$ cat src/rtl/rti_pkg.sv
`default_nettype none
package rti_pkg;

   localparam int COORD_W  = 20;
   localparam int EDGE_W   = COORD_W + 1;
   localparam int VERTEX_W = 3 * COORD_W;
   localparam int EPS_W    = 40;
   localparam int REQ_W    = 6 * COORD_W;
   localparam int DIST_W   = 32;
   localparam int T_FRAC   = 16;

   // cross product terms and results
   localparam int HP_W = COORD_W + EDGE_W;
   localparam int QP_W = 2 * EDGE_W;
   localparam int H_W  = HP_W + 1;
   localparam int Q_W  = QP_W + 1;

   // wide operands are split into an unsigned low and a signed high half
   localparam int H_LO = H_W - EDGE_W;
   localparam int Q_LO = Q_W - EDGE_W;
   localparam int PL_W = EDGE_W + Q_LO + 1;
   localparam int PH_W = 2 * EDGE_W;

   localparam int WIDE_W    = 68;
   localparam int QUO_W     = DIST_W - 1;
   localparam int MAG_SHIFT = QUO_W - T_FRAC;

   localparam int N_DOT   = 4;
   localparam int DOT_DET = 0;
   localparam int DOT_NU  = 1;
   localparam int DOT_NV  = 2;
   localparam int DOT_NT  = 3;
   localparam int LO_SH [N_DOT] = '{H_LO, H_LO, Q_LO, Q_LO};

   localparam int NXT1 [3] = '{1, 2, 0};
   localparam int NXT2 [3] = '{2, 0, 1};

   localparam logic [DIST_W-1:0] DIST_MIN = {1'b1, {(DIST_W-1){1'b0}}};
   localparam logic [DIST_W-1:0] DIST_MAX = {1'b0, {(DIST_W-1){1'b1}}};

   localparam logic [VERTEX_W-1:0] VERTEX_A_RST = '0;
   localparam logic [VERTEX_W-1:0] VERTEX_B_RST = 60'd1024;
   localparam logic [VERTEX_W-1:0] VERTEX_C_RST = 60'd1073742848;
   localparam logic [EPS_W-1:0]    EPS_RST      = 40'd1;

   typedef enum logic [1:0] {
      CSR_VERTEX_A,
      CSR_VERTEX_B,
      CSR_VERTEX_C,
      CSR_DET_EPS
   } csr_index_type;

   typedef struct packed {
      logic              hit;
      logic              neg_t;
      logic [WIDE_W-1:0] det;
      logic [WIDE_W-1:0] mag;
   } entry_type;

endpackage
`default_nettype wire

$ cat src/rtl/rti_queue.sv
`default_nettype none
module rti_queue #(
   parameter int DEPTH = 4
) (
   input  logic               clock,
   input  logic               reset,
   input  logic               push,
   input  rti_pkg::entry_type push_data,
   input  logic               pop,
   output rti_pkg::entry_type pop_data,
   output logic               full,
   output logic               empty
);

   localparam int PTR_W = $clog2(DEPTH);
   localparam int CNT_W = $clog2(DEPTH + 1);

   rti_pkg::entry_type slot_ff [DEPTH];
   logic [PTR_W-1:0]   wr_ff, rd_ff;
   logic [CNT_W-1:0]   cnt_ff;

   assign full     = (cnt_ff == CNT_W'(DEPTH));
   assign empty    = (cnt_ff == '0);
   assign pop_data = slot_ff[rd_ff];

   always_ff @(posedge clock) begin
      if (push) begin
         slot_ff[wr_ff] <= push_data;
      end
   end

   always_ff @(posedge clock) begin
      if (reset) begin
         wr_ff  <= '0;
         rd_ff  <= '0;
         cnt_ff <= '0;
      end else begin
         if (push) begin
            wr_ff <= (wr_ff == PTR_W'(DEPTH - 1)) ? '0 : wr_ff + 1'b1;
         end
         if (pop) begin
            rd_ff <= (rd_ff == PTR_W'(DEPTH - 1)) ? '0 : rd_ff + 1'b1;
         end
         if (push && !pop) begin
            cnt_ff <= cnt_ff + 1'b1;
         end else if (pop && !push) begin
            cnt_ff <= cnt_ff - 1'b1;
         end
      end
   end

endmodule
`default_nettype wire

$ cat config.mk
export PLATFORM = sky130hd
export DESIGN_NAME = rti_queue
export DESIGN_NICKNAME = d
export VERILOG_FILES = /design/src/rtl/rti_pkg.sv /design/src/rtl/rti_queue.sv
export SDC_FILE = /design/constraint.sdc
export NUM_CORES = 1
export LEC_CHECK = 0
export BUFFER_PORTS_ARGS = -buffer_cell sky130_fd_sc_hd__buf_2
export CAP_MARGIN = 25
export CORE_UTILIZATION = 58
export CTS_BUF_LIST = sky130_fd_sc_hd__clkbuf_4 sky130_fd_sc_hd__clkbuf_8
export CTS_CLUSTER_DIAMETER = 100
export DETAILED_ROUTE_END_ITERATION = 10
export PLACE_DENSITY = 0.92
export SYNTH_ARGS = -nofsm -noshare
export SYNTH_HDL_FRONTEND = slang
export SYNTH_SLANG_ARGS = --single-unit
$ cat constraint.sdc
create_clock -name clock -period 12.76 [get_ports clock]
set_input_delay 1.914 -clock clock [delete_from_list [all_inputs] [get_ports clock]]
set_output_delay 1.914 -clock clock [all_outputs]
set_load 0.02 [all_outputs]
# Word-level counts from Yosys, hierarchy flattened
# Memories as Yosys holds them, arrays and structs flattened. A register that Yosys moved wholly into a read port is not among the register bits.
# Index checks and enable logic that the tools add are counted.
[totals] regBits=7 mem_bits_rw=552 input_bits=142 word_cells=25 memories=1
[op_classes] add_sub_neg=4 n_eq_ne=3 muxes=8 n_reduce_logical=6
[mem_list] name="slot_ff" words=4 word_bits=138 rd=1 rd_ports_with_merged_regs=1 write_ports=1 line="rti_queue.sv:18" rtl="rti_pkg::entry_type slot_ff [DEPTH];"
[ops] cell="$mux 2" n=4
[ops] cell="$mux 3" n=2
[ops] cell="$add 2x1->2 const B" n=2
[ops] cell="$eq 2x2->1 const B" n=2
[ops] cell="$add 3x1->3 const B" n=1
[ops] cell="$eq 3x3->1 const B" n=1
[ops] cell="$logic_not 3->1" n=1
[ops] cell="$sub 3x1->3 const B" n=1
[ops] cell="$logic_and 1x1->1" n=2
[ops] cell="$logic_not 1->1" n=2
[ops] cell="$mux 1" n=2
[ops] cell="$reduce_bool 2->1" n=1

# Longest topological paths before layout
[depth] depth_word=4 mapped_depth=7 depth_no_buf=7

# Worst setup path after synthesis
# Ideal clock, no wire load.
[synth_path] path_type="input-to-reg" start="input push" end="memory slot_ff[0][0] (netlist name) (enable)" setup_time_ps=513 t_arrival_ps=5070 slack_ps=7177 stages=1 path_cell_list="and2_1"
[synth_between] elab_chain_cells=2
[synth_lines] element="from (decl)" line="rti_queue.sv:7" rtl="input logic push,"
[synth_lines] element="$mux 1" line="rti_queue.sv:27" rtl="if (push) begin"
[synth_lines] element="$mux 1 (implied by the code)" line="rti_queue.sv:28" rtl="slot_ff[wr_ff] <= push_data;"
[synth_lines] element="to (decl)" line="rti_queue.sv:18"
# No other way between the ends.

==> impl_summary.md <==
Run status
The flow ran to the end, and the final reports show no timing, DRC or antenna violations.

Timing
Setup violations remaining at the end of the flow were counted as 0. The worst pin sits at a relative slew slack of 33.18%. For the pin with the worst max-slew slack, the measured transition is 1.002 ns.

The number of max-slew violations in the final report is 0. The final setup skew is 0.01556 ns. The clock period minus final worst setup slack is 5.341 ns. The worst hold margin is 0.5293 ns. The final critical path takes up 41.86% of the cycle. The final-report hold violation count came to 0. Setup repair after global routing left no endpoint under its margin. The final critical-path setup slack is 7.419 ns. For this run, the top clock speed supported by timing is 187.2 MHz. For the final routed database, the setup TNS stands at 0 ns.

Final layout
Cells with a size suffix above 1 make up 48.22% of the layout. The multi-input combinational cells in the finished layout cover a total of 3363 um^2. The sequential cells in the finished layout cover a total of 16760 um^2. The relative area change from synthesis to final layout is 17.37%. The net total in the final layout is 1265. After the flow finishes, the layout carries non-filler instances totaling 1641.

The number of fill cells in the layout is 1970.

Worst hold path
The launch instance of the worst min-delay path is cnt_ff[2]. The path type of the worst min-delay path is reg -> reg.

Synthesis
In the synthesized netlist the dominant register cell turns out to be edfxtp_1. The share of the yosys chip area belonging to registers is 81.86%. By count the netlist is led by edfxtp_1 (552), mux4_2 (138), buf_2 (13), buf_12 (11), dfxtp_1 (9). The synthesized netlist devotes 0.07335% of its cell area to compound gates.

Among all cell types in the netlist, the one instantiated most often is edfxtp_1. The portion of synthesized cell area occupied by the leading cell type is 80.98%. The average footprint of a synthesized cell is 26.76 um^2. Of the total synthesized cell area, the portion taken by XOR and XNOR cells is 0.08557%. The number of nets in the synthesized netlist is 914. The number of synthesized flops with an enable pin is 552. The share of async-settable or async-resettable flops after synthesis is 0%. For this run, the number of Yosys warnings is 0. The number of synthesized register bits is 561.

In this run the cell area of the synthesized design comes to 20470 um^2. In the synthesized netlist, the number of instances is 765. Yosys mapped the design onto 20 distinct sky130hd cell types. The fraction of synthesized area in multiplexers is 15.38%.

After synthesis, the largest family of logic cells by area is multiplexers. The biggest area contributor in the post-synthesis netlist is edfxtp_1. After synthesis, the cell types taking the most area are edfxtp_1 (81%), mux4_2 (15%), buf_12 (1.1%). After Yosys synthesis, and, or, nand and nor cells account for 0.3790% of the synthesized area. The adder-cell share of the synthesized area is 0.4645%.

CTS
The number of buffers inserted to repair setup after CTS is 0. The clock slew at the register clock pins of the worst setup and hold paths is 0.06 ns. The number of clock sinks is 561. The TritonCTS buffer count is 86. The maximum buffer depth of the clock tree is 3. Gates resized during post-CTS repair numbered 0. The clock tree synthesis step divided the H-tree into 3 levels.

The number of hold buffers added after CTS is 0. Clock tree synthesis selected as its root buffer the cell clkbuf_8. TritonCTS built the clock tree. At the later pin of the worst-skew pair, clock insertion delay measures 0.60 ns.

Global routing
The first global-routing pass estimated 57470 um of wire. Entering global routing, the biggest net connects 67 pins. The all-layer global routing usage is 21.83%.

The initial antenna violation count is 7. The number of global-route vias before repair came to 10170. The sum of overflow across all layers after global routing is 0.

Routing
The final routed wire length divided by cell count is 23.54 um. The via density per instance is 5.758. Once detail routing completed, the nets flagged for antenna violations numbered 0. The routed wire length is 38630 um. In the routed design, unresolved DRC markers number 0. The number of detailed-routing iterations run before antenna repair is 4. The violation count after the first detailed-route iteration is 617.

The routed via count is 9449.

Floorplan
Measured along the y axis, the die boundary spans 189.9 um. The region available for standard cell placement spans 34630 um^2. The count of pins on the block boundary is 282. The floorplan die area is 36050 um^2. The overall die width is 189.9 um. The number of placement rows is 68.

Once the floorplan was initialized, standard cells occupied 59.11% of the core.

Place
The global placer's final weighted congestion is 0.7440. Input and output buffers added on the ports amount to 281. At the placement stage, the worst setup path has a slack of 7.902 ns. In this run, placement finished with an instance count of 1483. The wire-length estimate of the detail-placed layout is 23800 um.

Worst setup path
The signal on the critical path passes through buf_4, buf_4, mux4_2, buf_2. On the worst path, the slowest cell contributes a delay of 0.74 ns. In this run the worst path has a maximum fanout of 33.

On the critical path, the stage with the largest delay is an instance of dfxtp_4. The startpoint identified for the worst register-to-register timing path is wr_ff[0]. The critical path is of the reg -> out type. Data on the critical path is required at its endpoint by 10.85 ns. The worst setup path is captured at an output port. STA puts the critical path data arrival time at 3.43 ns. The cell repeated most along the worst path is buf_4. Among cell families on the critical path, the largest total delay comes from buffers and inverters.

The critical path contains buffers and inverters numbering 3 combined. The worst setup path is launched from a flip-flop.

Run
The tool flagged a number of max-cap violations equal to 0.

Power
The peak supply drop is 0.1209 mV. In this run the static leakage power is 0.008129 uW. The completed layout was analyzed and its total power is 3983 uW. Dividing total power by cell area gives a power density of 165.8 nW/um^2.
routing by layer:
metal / part of all wire (%) / routed length (um) / track usage, %
met2: 51 / 19860 / 36.15
met4: 3.1 / 1206 / 9.181
met5: 0.16 / 63 / 0
met3: 7.9 / 3052 / 6.844
met1: 37 / 14450 / 26.78
cells by family after synthesis:
group | after synthesis
muxes | 142
AOI/OAI and AO/OA | 3
and+or+nand+nor | 15
xor gates and xnor gates | 2
DFF | 561
buffers and inverters | 35
adders and majority gates | 7
worst reg2reg max path, delay by kind of cell (launching register included):
| kind | cells | cell delay (ns) |
|---|---|---|
| buffers and inverters | 3 | 1.71 |
| and+or+nand+nor | 1 | 0.42 |
| DFF | 1 | 0.35 |
| adders and majority gates | 1 | 0.14 |
sequential cells by signal (all words and copies together) (netlist names), named ones only:
| name | count |
|---|---|
| cnt_ff | 3 |
| rd_ff | 2 |
| wr_ff | 2 |
| slot_ff | 552 |
cell type report:
type	count	share of cell area [%]
Sequential cell	561	69.77
Multi-Input combinational cell	169	14.00
Timing Repair Buffer	294	6.562
Clock buffer	112	5.843
Tap cell	455	2.370
Clock inverter	42	1.349
Inverter	4	0.06249
Antenna cell	4	0.04166
power breakdown:
group,internal (uW),leakage [uW],switching [uW]
Combinational,148,0.00209,223
Sequential,2110,0.00515,31.4
Clock,820,0.000894,646
layout by cell type (no fill, tap or decap), types with 5 or more instances in the layout:
| cell | netlist | layout |
|---|---|---|
| clkbuf_4 | 0 | 22 |
| clkinvlp_4 | 0 | 5 |
| ha_1 | 6 | 6 |
| dfxtp_1 | 9 | 7 |
| edfxtp_1 | 552 | 552 |
| bufinv_16 | 0 | 5 |
| clkbuf_8 | 0 | 90 |
| clkinv_1 | 0 | 22 |
| clkinv_2 | 0 | 9 |
| mux4_2 | 138 | 138 |
| nor2_1 | 7 | 7 |
| buf_2 | 13 | 281 |
| buf_4 | 1 | 9 |
per-stage QoR:
stage	instance area (um^2)	utilization, %
floorplan	20470	-
global placement	22190	64.07
detailed placement	22290	64.36
CTS	24020	69.35
global route	24020	69.37
finish	24030	69.38
final timing paths:
path	endpoint	cells after the start	slack (ns)
worst max-delay path	pop_data[127]	4	7.42
worst min-delay path	cnt_ff[2]	2	0.53
worst max register to register	slot_ff[0][53]	5	9.74
worst min register to register	cnt_ff[2]	2	0.53
Note: power is estimated with default switching activity, not from simulation.
